<file path="config.mk">
export PLATFORM = sky130hd
export DESIGN_NAME = backslash_escape_decoder
export DESIGN_NICKNAME = d
export VERILOG_FILES = /design/src/rtl/bed_pkg.sv /design/src/rtl/backslash_escape_decoder.sv /design/src/rtl/bed_front.sv /design/src/rtl/bed_fifo.sv /design/src/rtl/bed_back.sv
export SDC_FILE = /design/constraint.sdc
export NUM_CORES = 1
export LEC_CHECK = 0
export ABC_AREA = 1
export BUFFER_PORTS_ARGS = -buffer_cell sky130_fd_sc_hd__buf_2
export CAP_MARGIN = 5
export CORE_UTILIZATION = 36
export CTS_BUF_LIST = sky130_fd_sc_hd__clkbuf_4
export CTS_CLUSTER_DIAMETER = 60
export DETAILED_ROUTE_END_ITERATION = 8
export PLACE_DENSITY = 0.59
export SLEW_MARGIN = 40
export SYNTH_ARGS = -nofsm -noshare
export SYNTH_HDL_FRONTEND = slang
export SYNTH_SLANG_ARGS = --single-unit
export TNS_END_PERCENT = 1
</file>
<file path="constraint.sdc">
create_clock -name clk_i -period 6.8 [get_ports clk_i]
set_input_delay 0.34 -clock clk_i [delete_from_list [all_inputs] [get_ports clk_i]]
set_output_delay 0.34 -clock clk_i [all_outputs]
set_load 0.01 [all_outputs]
</file>
<file path="src/rtl/bed_pkg.sv">
// shared types, constants and decode helpers of the backslash escape decoder
`default_nettype none

package bed_pkg;

  localparam int unsigned FifoDepth = 4;
  localparam int unsigned FifoPtrW  = $clog2(FifoDepth);

  typedef enum logic [2:0] {
    MODE_IDLE,
    MODE_BSL,
    MODE_OCT,
    MODE_HEX,
    MODE_DROP
  } bed_mode_e;

  localparam logic [7:0] CharBsl  = 8'h5C;
  localparam logic [7:0] CharA    = 8'h61;
  localparam logic [7:0] CharB    = 8'h62;
  localparam logic [7:0] CharC    = 8'h63;
  localparam logic [7:0] CharF    = 8'h66;
  localparam logic [7:0] CharN    = 8'h6E;
  localparam logic [7:0] CharR    = 8'h72;
  localparam logic [7:0] CharT    = 8'h74;
  localparam logic [7:0] CharV    = 8'h76;
  localparam logic [7:0] CharX    = 8'h78;
  localparam logic [7:0] CharZero = 8'h30;
  localparam logic [7:0] CharSeven = 8'h37;
  localparam logic [7:0] CharNine = 8'h39;
  localparam logic [7:0] CharUpA  = 8'h41;
  localparam logic [7:0] CharUpF  = 8'h46;
  localparam logic [7:0] CharLoF  = 8'h66;

  localparam logic [7:0] CtlBel = 8'h07;
  localparam logic [7:0] CtlBs  = 8'h08;
  localparam logic [7:0] CtlTab = 8'h09;
  localparam logic [7:0] CtlLf  = 8'h0A;
  localparam logic [7:0] CtlVt  = 8'h0B;
  localparam logic [7:0] CtlFf  = 8'h0C;
  localparam logic [7:0] CtlCr  = 8'h0D;

  // one queue entry: the bytes caused by one input transfer
  typedef struct packed {
    logic       pair;
    logic [7:0] byte1;
    logic [7:0] byte0;
  } bed_entry_t;

  typedef struct packed {
    logic       hit;
    logic [7:0] value;
  } bed_esc_t;

  typedef struct packed {
    logic       hit;
    logic [3:0] value;
  } bed_hex_t;

  function automatic bed_esc_t simple_escape(input logic [7:0] b);
    bed_esc_t r;
    r.hit = 1'b1;
    unique case (b)
      CharBsl: r.value = CharBsl;
      CharA:   r.value = CtlBel;
      CharB:   r.value = CtlBs;
      CharF:   r.value = CtlFf;
      CharN:   r.value = CtlLf;
      CharR:   r.value = CtlCr;
      CharT:   r.value = CtlTab;
      CharV:   r.value = CtlVt;
      default: begin
        r.hit   = 1'b0;
        r.value = 8'h00;
      end
    endcase
    return r;
  endfunction

  function automatic bed_hex_t hex_digit(input logic [7:0] b);
    bed_hex_t r;
    r.hit   = 1'b1;
    r.value = 4'h0;
    if (b >= CharZero && b <= CharNine) begin
      r.value = 4'(b - CharZero);
    end else if (b >= CharA && b <= CharLoF) begin
      r.value = 4'(b - CharA + 8'd10);
    end else if (b >= CharUpA && b <= CharUpF) begin
      r.value = 4'(b - CharUpA + 8'd10);
    end else begin
      r.hit = 1'b0;
    end
    return r;
  endfunction

endpackage

`default_nettype wire

</file>
<file path="src/rtl/backslash_escape_decoder.sv">
// top level of the backslash escape decoder
`default_nettype none

// Decodes backslash escapes of one argument string, one byte per input
// transfer, with tlast on the last byte of the argument. With the config bit
// set, \\ \a \b \f \n \r \t \v, \c (drop rest of argument), \0 with up to
// three octal digits and \x with up to two hex digits are decoded; with it
// clear, bytes pass through. Each input gives zero, one or two output bytes;
// tlast marks the last byte caused by that input. The input side accepts one
// byte per clock while the four-entry queue has room; the output side sends
// one byte per clock while the receiver is ready, so an input that yields two
// bytes occupies the output for both of them and the output port sets the
// sustained rate. A byte passes through a queue entry and the output register
// before it leaves. Write the config bit only while the block is idle.
module backslash_escape_decoder (
  input  wire logic       clk_i,
  input  wire logic       rst_ni,
  input  wire logic       cfg_valid_i,
  output logic            cfg_ready_o,
  input  wire logic       cfg_data_i,     // interpret_escapes
  input  wire logic       s_axis_tvalid,
  output logic            s_axis_tready,
  input  wire logic [7:0] s_axis_tdata,   // [7:0] in_byte
  input  wire logic       s_axis_tlast,   // arg_end
  output logic            m_axis_tvalid,
  input  wire logic       m_axis_tready,
  output logic [7:0]      m_axis_tdata,   // [7:0] out_byte
  output logic            m_axis_tlast    // run_last
);
  import bed_pkg::*;

  logic       push, pop, full, empty;
  bed_entry_t push_entry, head;

  assign cfg_ready_o = 1'b1;

  bed_front u_front (
    .clk_i        (clk_i),
    .rst_ni       (rst_ni),
    .cfg_valid_i  (cfg_valid_i),
    .cfg_data_i   (cfg_data_i),
    .in_valid_i   (s_axis_tvalid),
    .in_byte_i    (s_axis_tdata),
    .in_end_i     (s_axis_tlast),
    .full_i       (full),
    .in_ready_o   (s_axis_tready),
    .push_o       (push),
    .push_entry_o (push_entry)
  );

  bed_fifo u_fifo (
    .clk_i        (clk_i),
    .rst_ni       (rst_ni),
    .push_i       (push),
    .push_entry_i (push_entry),
    .pop_i        (pop),
    .full_o       (full),
    .empty_o      (empty),
    .head_o       (head)
  );

  bed_back u_back (
    .clk_i       (clk_i),
    .rst_ni      (rst_ni),
    .empty_i     (empty),
    .head_i      (head),
    .pop_o       (pop),
    .out_valid_o (m_axis_tvalid),
    .out_ready_i (m_axis_tready),
    .out_byte_o  (m_axis_tdata),
    .out_last_o  (m_axis_tlast)
  );

endmodule

`default_nettype wire

</file>
<file path="src/rtl/bed_front.sv">
// front end: accepts input bytes, tracks escape state and forms queue entries
`default_nettype none

module bed_front (
  input  wire logic               clk_i,
  input  wire logic               rst_ni,
  input  wire logic               cfg_valid_i,
  input  wire logic               cfg_data_i,
  input  wire logic               in_valid_i,
  input  wire logic [7:0]         in_byte_i,
  input  wire logic               in_end_i,
  input  wire logic               full_i,
  output logic                    in_ready_o,
  output logic                    push_o,
  output bed_pkg::bed_entry_t     push_entry_o
);
  import bed_pkg::*;

  logic      esc_q;
  bed_mode_e mode_q, mode_d;
  logic [7:0] val_q, val_d;
  logic [1:0] cnt_q, cnt_d;

  logic [1:0] n;
  logic [7:0] o0, o1;
  logic       take;
  bed_esc_t   esc;
  bed_hex_t   hex;
  logic       oct_hit;

  assign in_ready_o = !full_i;
  assign take       = in_valid_i && !full_i;
  assign esc        = simple_escape(in_byte_i);
  assign hex        = hex_digit(in_byte_i);
  assign oct_hit    = (in_byte_i >= CharZero) && (in_byte_i <= CharSeven);

  always_comb begin
    mode_d = mode_q;
    val_d  = val_q;
    cnt_d  = cnt_q;
    n      = 2'd0;
    o0     = 8'h00;
    o1     = 8'h00;
    if (!esc_q) begin
      // flush anything pending, then the raw byte
      if (mode_q == MODE_BSL) begin
        o0 = CharBsl;
        n  = 2'd1;
      end else if (mode_q == MODE_OCT || mode_q == MODE_HEX) begin
        o0 = val_q;
        n  = 2'd1;
      end
      if (n == 2'd0) o0 = in_byte_i;
      else           o1 = in_byte_i;
      n      = n + 2'd1;
      mode_d = MODE_IDLE;
      val_d  = 8'h00;
      cnt_d  = 2'd0;
    end else begin
      unique case (mode_q)
        MODE_BSL: begin
          mode_d = MODE_IDLE;
          val_d  = 8'h00;
          cnt_d  = 2'd0;
          if (esc.hit) begin
            o0 = esc.value;
            n  = 2'd1;
          end else if (in_byte_i == CharC) begin
            mode_d = MODE_DROP;
          end else if (in_byte_i == CharX) begin
            mode_d = MODE_HEX;
          end else if (in_byte_i == CharZero) begin
            mode_d = MODE_OCT;
          end else begin
            o0 = CharBsl;
            o1 = in_byte_i;
            n  = 2'd2;
          end
        end
        MODE_OCT, MODE_HEX: begin
          if ((mode_q == MODE_OCT && oct_hit) || (mode_q == MODE_HEX && hex.hit)) begin
            if (mode_q == MODE_OCT) val_d = {val_q[4:0], in_byte_i[2:0]};
            else                    val_d = {val_q[3:0], hex.value};
            cnt_d = cnt_q + 2'd1;
            if ((mode_q == MODE_OCT && cnt_d == 2'd3) ||
                (mode_q == MODE_HEX && cnt_d == 2'd2)) begin
              o0     = val_d;
              n      = 2'd1;
              mode_d = MODE_IDLE;
              val_d  = 8'h00;
              cnt_d  = 2'd0;
            end
          end else begin
            o0     = val_q;
            n      = 2'd1;
            mode_d = MODE_IDLE;
            val_d  = 8'h00;
            cnt_d  = 2'd0;
            if (in_byte_i == CharBsl) begin
              mode_d = MODE_BSL;
            end else begin
              o1 = in_byte_i;
              n  = 2'd2;
            end
          end
        end
        MODE_DROP: begin
        end
        default: begin
          mode_d = MODE_IDLE;
          val_d  = 8'h00;
          cnt_d  = 2'd0;
          if (in_byte_i == CharBsl) begin
            mode_d = MODE_BSL;
          end else begin
            o0 = in_byte_i;
            n  = 2'd1;
          end
        end
      endcase
      if (in_end_i) begin
        // close an open sequence at the end of the argument
        if (mode_d == MODE_BSL || mode_d == MODE_OCT || mode_d == MODE_HEX) begin
          if (n == 2'd0) o0 = (mode_d == MODE_BSL) ? CharBsl : val_d;
          else           o1 = (mode_d == MODE_BSL) ? CharBsl : val_d;
          n = n + 2'd1;
        end
        mode_d = MODE_IDLE;
        val_d  = 8'h00;
        cnt_d  = 2'd0;
      end
    end
  end

  assign push_o             = take && (n != 2'd0);
  assign push_entry_o.pair  = (n == 2'd2);
  assign push_entry_o.byte0 = o0;
  assign push_entry_o.byte1 = o1;

  always_ff @(posedge clk_i or negedge rst_ni) begin
    if (!rst_ni) begin
      esc_q  <= 1'b0;
      mode_q <= MODE_IDLE;
      val_q  <= 8'h00;
      cnt_q  <= 2'd0;
    end else begin
      if (cfg_valid_i) esc_q <= cfg_data_i;
      if (take) begin
        mode_q <= mode_d;
        val_q  <= val_d;
        cnt_q  <= cnt_d;
      end
    end
  end

`ifndef NO_ASSERTIONS
  a_idle_clear: assert property (@(posedge clk_i) disable iff (!rst_ni)
    (mode_q != MODE_OCT && mode_q != MODE_HEX) |-> (cnt_q == 2'd0 && val_q == 8'h00))
    else $error("digit state left over outside a numeric escape");
  a_oct_count: assert property (@(posedge clk_i) disable iff (!rst_ni)
    (mode_q == MODE_OCT) |-> (cnt_q != 2'd3))
    else $error("octal escape holds three digits");
  a_hex_count: assert property (@(posedge clk_i) disable iff (!rst_ni)
    (mode_q == MODE_HEX) |-> (cnt_q == 2'd0 || cnt_q == 2'd1))
    else $error("hex escape holds two digits");
`endif

endmodule

`default_nettype wire

</file>
<file path="src/rtl/bed_fifo.sv">
// short queue of decoded entries between front and back end
`default_nettype none

module bed_fifo (
  input  wire logic               clk_i,
  input  wire logic               rst_ni,
  input  wire logic               push_i,
  input  wire bed_pkg::bed_entry_t push_entry_i,
  input  wire logic               pop_i,
  output logic                    full_o,
  output logic                    empty_o,
  output bed_pkg::bed_entry_t     head_o
);
  import bed_pkg::*;

  localparam int unsigned CntW = $clog2(FifoDepth + 1);

  bed_entry_t          mem_q [FifoDepth];
  logic [FifoPtrW-1:0] wr_q, rd_q;
  logic [CntW-1:0]     cnt_q;
  logic                do_push, do_pop;

  assign full_o  = (cnt_q == CntW'(FifoDepth));
  assign empty_o = (cnt_q == '0);
  assign do_push = push_i && !full_o;
  assign do_pop  = pop_i && !empty_o;
  assign head_o  = mem_q[rd_q];

  always_ff @(posedge clk_i) begin
    if (do_push) mem_q[wr_q] <= push_entry_i;
  end

  always_ff @(posedge clk_i or negedge rst_ni) begin
    if (!rst_ni) begin
      wr_q  <= '0;
      rd_q  <= '0;
      cnt_q <= '0;
    end else begin
      if (do_push) wr_q <= wr_q + 1'b1;
      if (do_pop)  rd_q <= rd_q + 1'b1;
      if (do_push && !do_pop)      cnt_q <= cnt_q + 1'b1;
      else if (do_pop && !do_push) cnt_q <= cnt_q - 1'b1;
    end
  end

`ifndef NO_ASSERTIONS
  a_cnt_range: assert property (@(posedge clk_i) disable iff (!rst_ni)
    cnt_q <= CntW'(FifoDepth))
    else $error("queue fill count out of range");
  a_ptr_gap: assert property (@(posedge clk_i) disable iff (!rst_ni)
    (cnt_q != CntW'(FifoDepth)) |-> (FifoPtrW'(wr_q - rd_q) == FifoPtrW'(cnt_q)))
    else $error("queue pointers disagree with fill count");
`endif

endmodule

`default_nettype wire

</file>
<file path="src/rtl/bed_back.sv">
// back end: takes queue entries and sends their bytes one transfer at a time
`default_nettype none

module bed_back (
  input  wire logic               clk_i,
  input  wire logic               rst_ni,
  input  wire logic               empty_i,
  input  wire bed_pkg::bed_entry_t head_i,
  output logic                    pop_o,
  output logic                    out_valid_o,
  input  wire logic               out_ready_i,
  output logic [7:0]              out_byte_o,
  output logic                    out_last_o
);
  import bed_pkg::*;

  bed_entry_t cur_q;
  logic       valid_q;
  logic       sel_q;
  logic       xfer, done, load;

  assign xfer        = valid_q && out_ready_i;
  assign out_last_o  = !cur_q.pair || sel_q;
  assign done        = xfer && out_last_o;
  assign load        = !valid_q || done;
  assign pop_o       = load && !empty_i;
  assign out_valid_o = valid_q;
  assign out_byte_o  = sel_q ? cur_q.byte1 : cur_q.byte0;

  always_ff @(posedge clk_i) begin
    if (pop_o) cur_q <= head_i;
  end

  always_ff @(posedge clk_i or negedge rst_ni) begin
    if (!rst_ni) begin
      valid_q <= 1'b0;
      sel_q   <= 1'b0;
    end else begin
      if (load) begin
        valid_q <= !empty_i;
        sel_q   <= 1'b0;
      end else if (xfer) begin
        sel_q <= 1'b1;
      end
    end
  end

`ifndef NO_ASSERTIONS
  a_sel_pair: assert property (@(posedge clk_i) disable iff (!rst_ni)
    sel_q |-> (valid_q && cur_q.pair))
    else $error("second byte selected on a single-byte entry");
  a_first_then_second: assert property (@(posedge clk_i) disable iff (!rst_ni)
    (xfer && cur_q.pair && !sel_q) |=> (valid_q && sel_q))
    else $error("second byte of a pair lost");
`endif

endmodule

`default_nettype wire
</file>
# Word-level counts from Yosys, hierarchy flattened
# Memory sizes are Yosys's and may differ from the RTL's. A register that Yosys moved wholly into a read port is not among the register bits.
# Cells that the tools add are included.
# classes
n_reduce_logical	39
n_eq_ne	23
n_mux	80
addsub	12
div_mod_pow	0
bitwise_logic	0
mul	0
n_shift	0
order_cmp	7
# ops
op	n
8-bit 2-to-1 mux	30
8-bit by 7-bit equality test with 1-bit output, second input constant	10
7-bit case mux with 8 select lines	1
2-bit 2-to-1 mux	17
8-bit case mux with 2 select lines	2
3-bit 2-to-1 mux	10
8-bit case mux with 3 select lines	1
1-bit logical AND	17
8-bit by 7-bit greater-or-equal comparator with 1-bit output, second input constant	2
8-bit by 6-bit less-or-equal comparator with 1-bit output, second input constant	2
8-bit by 7-bit less-or-equal comparator with 1-bit output, second input constant	2
3-bit by 2-bit equality test with 1-bit output, second input constant	4
1-bit 2-to-1 mux	12
4-bit 2-to-1 mux	3
4-bit by 1-bit subtractor with 4-bit output, second input constant	3
2-bit by 1-bit adder with 2-bit output, second input constant	5
3-bit case mux with 3 select lines	1
4-bit adder, second input constant	2
8-bit by 6-bit equality test with 1-bit output, second input constant	1
8-bit by 6-bit greater-or-equal comparator with 1-bit output, second input constant	1
8-bit OR reduction	1
1-bit logical OR	7
7-bit 2-to-1 mux	1
2-bit equality test, second input constant	3
other kinds (13)	23
# word_totals
mem_count	1
mem_bits_rw	68
input_bits	15
out_inout_bits	12
latch_bits	0
ff_bits	23
word_cells	171
mem_bits_ro	0
# memory_table
name	depth	width	read_ports	rd_clocked_by_memory_dff	wr	line	text
u_fifo.mem_q	4	17	1	1	1	bed_fifo.sv:18	bed_entry_t mem_q [FifoDepth];

# Longest topological paths before layout
# logic_depth
ltp_word	23
mapped_depth	26

# By module
# A second synthesis with hierarchy kept.
# hier_totals
cells_unflattened	705
area_unflattened_um2	6394.9
# modules_own_cells
module	n_inst	cells_per_inst	seq_area_each_um2	area_per_inst_um2
bed_fifo	1	259	2217.1	3415.8
bed_front	1	392	350.3	2243.4
bed_back	1	52	560.5	724.4
backslash_escape_decoder	1	2	0.0	11.3

# Worst setup path before layout
# Ideal clock, no wire load.
# synth_path
path_type	in2reg
from	input s_axis_tdata[1]
to	memory u_fifo.mem_q[0][0] (netlist name) (enable)
t_arrival_ns	2.884
path_slack_ns	3.526
required_time_ns	6.409
setup_time_ns	0.391
cell_stages	17
path_cell_list	inv_1 > ha_1 > nand3b_1 > nand3_1 > nand2_2 > nand2_2 > nand2_4 > nor2_1 > nand2_1 > nand2_1 > inv_1 > ha_1 > nand3b_1 > nand3_1 > nand2_2 > nand2_4 > nor2_1
# synth_via
elab_chain_len	21
word_cells_on_any_way	61
classes_between	add/sub (1); order compare (7); eq/ne (14); mux (26); reduce/logical (13)
# synth_rtl
item	line	text
start, declared	backslash_escape_decoder.sv:23	input wire logic [7:0] s_axis_tdata,
8-bit by 7-bit greater-or-equal comparator with 1-bit output / 8-bit by 7-bit less-or-equal comparator with 1-bit output (equally long branches)	bed_pkg.sv:87	end else if (b >= CharUpA && b <= CharUpF) begin
1-bit logical AND	bed_pkg.sv:87	
1-bit 2-to-1 mux	bed_pkg.sv:87	
1-bit 2-to-1 mux	bed_pkg.sv:85	end else if (b >= CharA && b <= CharLoF) begin
1-bit 2-to-1 mux	bed_pkg.sv:83	if (b >= CharZero && b <= CharNine) begin
1-bit logical AND	bed_front.sv:81	if ((mode_q == MODE_OCT && oct_hit) || (mode_q == MODE_HEX && hex.hit)) begin
1-bit logical OR	bed_front.sv:81	
3-bit 2-to-1 mux	bed_front.sv:81	
[5 not listed]	--	
2-bit 2-to-1 mux	bed_front.sv:123	if (mode_d == MODE_BSL || mode_d == MODE_OCT || mode_d == MODE_HEX) begin
2-bit 2-to-1 mux *	bed_front.sv:121	if (in_end_i) begin
2-bit 2-to-1 mux *	bed_front.sv:44	if (!esc_q) begin
2-bit nonzero test *	bed_front.sv:135	assign push_o = take && (n != 2'd0);
1-bit logical AND *	bed_front.sv:135	
1-bit logical AND *	bed_fifo.sv:25	assign do_push = push_i && !full_o;
1-bit 2-to-1 mux *	bed_fifo.sv:30	if (do_push) mem_q[wr_q] <= push_entry_i;
1-bit 2-to-1 mux (not written as such) *	bed_fifo.sv:30	
end, declared	bed_fifo.sv:18	
# Mark *: on every way between the ends. The rest lies on a longest branch, timed or not. The select of a mux whose other input is x is not followed.

# Worst setup path in the final report
# layout_path
from	register u_front.mode_q[2]
to	register u_fifo.cnt_q[1]
# layout_via
elab_chain_len	19
word_cells_on_any_way	41
classes_between	add/sub (2); eq/ne (7); mux (15); reduce/logical (17)
# layout_rtl
item	line	text
start, declared	bed_front.sv:20	bed_mode_e mode_q, mode_d;
start signal, assigned	bed_front.sv:149	mode_q <= mode_d;
3-bit by 2-bit equality test with 1-bit output, on equally long branches	--	
1-bit logical AND, on equally long branches	bed_front.sv:85, bed_front.sv:86	
1-bit logical OR	bed_front.sv:85	if ((mode_q == MODE_OCT && cnt_d == 2'd3) ||
3-bit 2-to-1 mux	bed_front.sv:85	
3-bit 2-to-1 mux	bed_front.sv:81	
3-bit case mux with 3 select lines	bed_front.sv:60	unique case (mode_q)
3-bit 2-to-1 mux	bed_front.sv:44	
3-bit by 1-bit equality test with 1-bit output / 3-bit by 2-bit equality test with 1-bit output (equally long branches)	bed_front.sv:123	
[4 not listed]	--	
2-bit 2-to-1 mux *	bed_front.sv:44	
2-bit nonzero test *	bed_front.sv:135	
1-bit logical AND *	bed_front.sv:135	
1-bit logical AND *	bed_fifo.sv:25	
net u_fifo.do_push	bed_fifo.sv:21	logic do_push, do_pop;
1-bit zero test	bed_fifo.sv:42	else if (do_pop && !do_push) cnt_q <= cnt_q - 1'b1;
1-bit logical AND	bed_fifo.sv:42	
2-bit nonzero test (no line)	--	
end signal, assigned	bed_fifo.sv:41	if (do_push && !do_pop) cnt_q <= cnt_q + 1'b1;
end signal, assigned	bed_fifo.sv:42	
end, declared	bed_fifo.sv:20	logic [CntW-1:0] cnt_q;
# Mark *: on every way through the listed nets, which the timed path passes. The rest lies on a longest branch. The select of a mux whose other input is x is not followed.
# A chain may end at the register's enable or synchronous reset.

==> flow_summary_export.csv <==
group,metric,value,unit
clock_tree,post_cts_buffers,0,
route,via_count,4473,
timing,maxSlewHeadroom,54.3,%
synthesis,synth_area,5660,um^2
grt,grtUsageTotal,19.4,%
timing,setup_viol,0,
synthesis,synth-seq-area-share,55.3,%
pwr,p_leak,0.00231,uW
clock_tree,cts_made_buffers,9,
clock_tree,cts.sinks,108,
pwr,pwr_density_cell,306,nW/um^2
route,wl_per_cell,17.9,um
clock_tree,cts_tree,"built",
synthesis,ys_ff_latch,108,
grt,antenna_found_initial,0,
cells_and_area,fin_nets,650,
clock_tree,cts_hold_buf,1,
timing,grt_setup_unrepaired,"no",
clock_tree,clockBufferDepth,2,
cells_and_area,area_growth,7.74,%
outcome,status,"complete, no violations",
floorplanning,die_w,127,um
route,dr.pass1.iters,5,
synthesis,yosys_warnings,0,
route,drtAntennaViolNets,0,
setup_path,required,7170,ps
synthesis,yosys.area.top_type,"edfxtp_1",
route,dr_wl_met3,845,um
pwr,total_power,1860,uW
timing,setup_tns,0,ps
synthesis,avgSynthCellArea,9.41,um^2
timing,max_freq,260,MHz
setup_path,critPathMostFrequentCell,"inv_1",
setup_path,crit_chain,"inv_1, nand2_4, nor2_2, nand3_1, nand2_4, nand2_2, a21oi_1, nand2_1, inv_1, ha_1, nand3b_1, nand3_1, nand2_2, nand2_4, inv_1, ha_1, inv_1, fa_1, mux2_2",
grt,grt-ovfl-total,0,
setup_path,critPathLaunchType,"flip-flop",
clock_tree,cts_resized,0,
placement,finalWeightedCongestion,0.962,
floorplanning,rows,45,
timing,min_period,3850,ps
synthesis,ys_types,41,
synthesis,synthTopCellsByArea,"edfxtp_1, dfrtp_1, nand2_1",
flow_run,maxCapViolations,0,
timing,timing.final.hold_violations,0,
route,drt-met1-wl,6530,um
setup_path,cp.arrival,4220,ps
grt,grt_max_degree,37,
cells_and_area,final_cell_count_no_fill,838,
cells_and_area,final_cell_mix,"nand2_1, edfxtp_1, o21ai_0, nor2_1, inv_1",
route,drc,0,
cells_and_area,fillerInstances,1550,
grt,first_global_vias,4222,
timing,worst_slew_pin_slew,681,ps
floorplanning,ios,27,
placement,portBuffers,25,
cells_and_area,final_util,40.0,%
setup_path,path_buf_inv,4,
timing,skew,12.5,ps
timing,fin_crit_sh,56.5,%
clock_tree,path_clk_slew,150,ps
setup_path,cp_slowest_stage_delay,390,ps
clock_tree,root_buffer,"clkbuf_4",
setup_path,crit_type,"flip-flop to flip-flop",
route,wl,15000,um
route,top_layer_used,"met4",
setup_path,crit_fanout,11,
route,drtIter0Drc,354,
synthesis,syn_nets,629,
worst_hold_path,hp-class,"primary input to flip-flop",
pwr,ir_worst_vdd,138,uV
clock_tree,h-tree-depth,3,
cells_and_area,final_common_cell,"nand2_1",
synthesis,syn_inst,601,
floorplanning,dieArea,16200,um^2
placement,dp_hpwl,10900,um
cells_and_area,n_antenna_cell,0,
grt,grt_pass1_wl,23300,um
setup_path,cpMaxStageDelayCell,"dfrtp_1",
placement,dp.cells,821,
floorplanning,initial_utilization,37.1,%
route,routed_via_density,5.34,
route,wl_met2,7220,um
synthesis,synth_top_area_share,45.1,%
clock_tree,clk_latency,470,ps
floorplanning,core_area,15300,um^2
cells_and_area,drive_gt1_share,12.9,%
floorplanning,die_y,127,um
setup_path,cpLargestDelayFamily,"simple AND/OR/NAND/NOR gates",
timing,drv_slew,0,
setup_path,critPathCaptureType,"flip-flop",
report_power, final:
part           internal [uW]  switching, uW
sequential               919            106
combinational            189            359
clock                   82.9            209
total                   1190            673
synth_stat cells:
cell and number:
a211oi_1 3, a21boi_0 1, a21oi_1 27, a21oi_2 1, a22oi_1 5, a32oi_1 1, buf_1 1, buf_4 3
buf_6 4, clkbuf_1 13, clkinv_1 2, conb_1 1, dfrtp_1 23, edfxtp_1 85, fa_1 1, ha_1 12
inv_1 51, inv_2 6, inv_4 1, mux2_2 1, nand2_1 105, nand2_2 8, nand2_4 4, nand3_1 27
nand3_2 1, nand3b_1 2, nand4_1 5, nor2_1 69, nor2_2 5, nor2_4 3, nor2_8 1, nor3_1 9
nor3_2 3, nor3b_1 1, o211ai_1 4, o21ai_0 72, o221ai_1 6, o22ai_1 27, o31ai_1 3, xnor2_1 2
xor2_1 2
registers in the layout, summed over array words and instances (netlist names):
signal              flops
u_back.out_valid_o      1
u_fifo.cnt_q            3
u_back.sel_q            1
u_back.cur_q           17
u_front.mode_q          3
u_fifo.wr_q             2
u_fifo.rd_q             2
u_front.val_q           8
u_fifo.mem_q           68
u_front.cnt_q           2
u_front.esc_q           1
worst paths after layout:
check                                  startpoint            endpoint  slack (ps)  depth (start not counted)
worst max register to register  u_front.mode_q[2]     u_fifo.cnt_q[1]        2950                         19
worst max-delay path            u_front.mode_q[2]     u_fifo.cnt_q[1]        2950                         19
max in group asynchronous                  rst_ni      u_fifo.rd_q[0]        6050                          2
min in group asynchronous                  rst_ni  u_back.out_valid_o         370                          2
worst min-delay path                   cfg_data_i       u_front.esc_q          80                          3
worst min register to register    u_fifo.cnt_q[2]     u_fifo.cnt_q[2]         520                          1
worst register-to-register path, delay by kind of cell, from the launching register on:
family	cells	cell delay [ps]
muxes	1	270
AOI/OAI and AO/OA	1	240
buffers and inverters	4	400
adders and majority gates	3	780
and+or+nand+nor	10	1710
DFF	1	390
per-layer routing:
metal / up-vias / track usage [%]
li1: 2140 / -
met1: 2145 / 24.3
met2: 159 / 32.9
met3: 29 / 4.73
met4: 0 / 6.51
met5: - / 0
cells by family (layout without fill, tap and decap cells):
logic type | count (synthesis) | in the layout | share of synthesized area, %
other | 1 | 1 | 0.0663
buffers and inverters | 81 | 107 | 6.15
adders and majority gates | 13 | 13 | 3.01
xor gates and xnor gates | 4 | 4 | 0.619
DFF | 108 | 108 | 55.3
and+or+nand+nor | 243 | 243 | 19.6
muxes | 1 | 1 | 0.199
AOI/OAI and AO/OA | 150 | 150 | 15.1
per-stage QoR:
step                cell area (um^2)  hold slack [ps]  setup WS, ps
floorplan                       5660             44.4          3530
global placement                5960              355          2830
detailed placement              5970              356          2820
CTS                             6100             30.5          2960
global route                    6100             51.1          2650
finish                          6100             76.8          2950
layout make-up:
class	instances	area, um^2	share of cell area (%)
Multi-Input combinational cell	412	2180	35.8
Inverter	60	228	3.74
Tap cell	211	264	4.33
Timing Repair Buffer	31	173	2.83
Sequential cell	108	3130	51.3
Clock buffer	10	75.1	1.23
Clock inverter	6	45.0	0.739
Note: power is estimated with default switching activity, not from simulation.
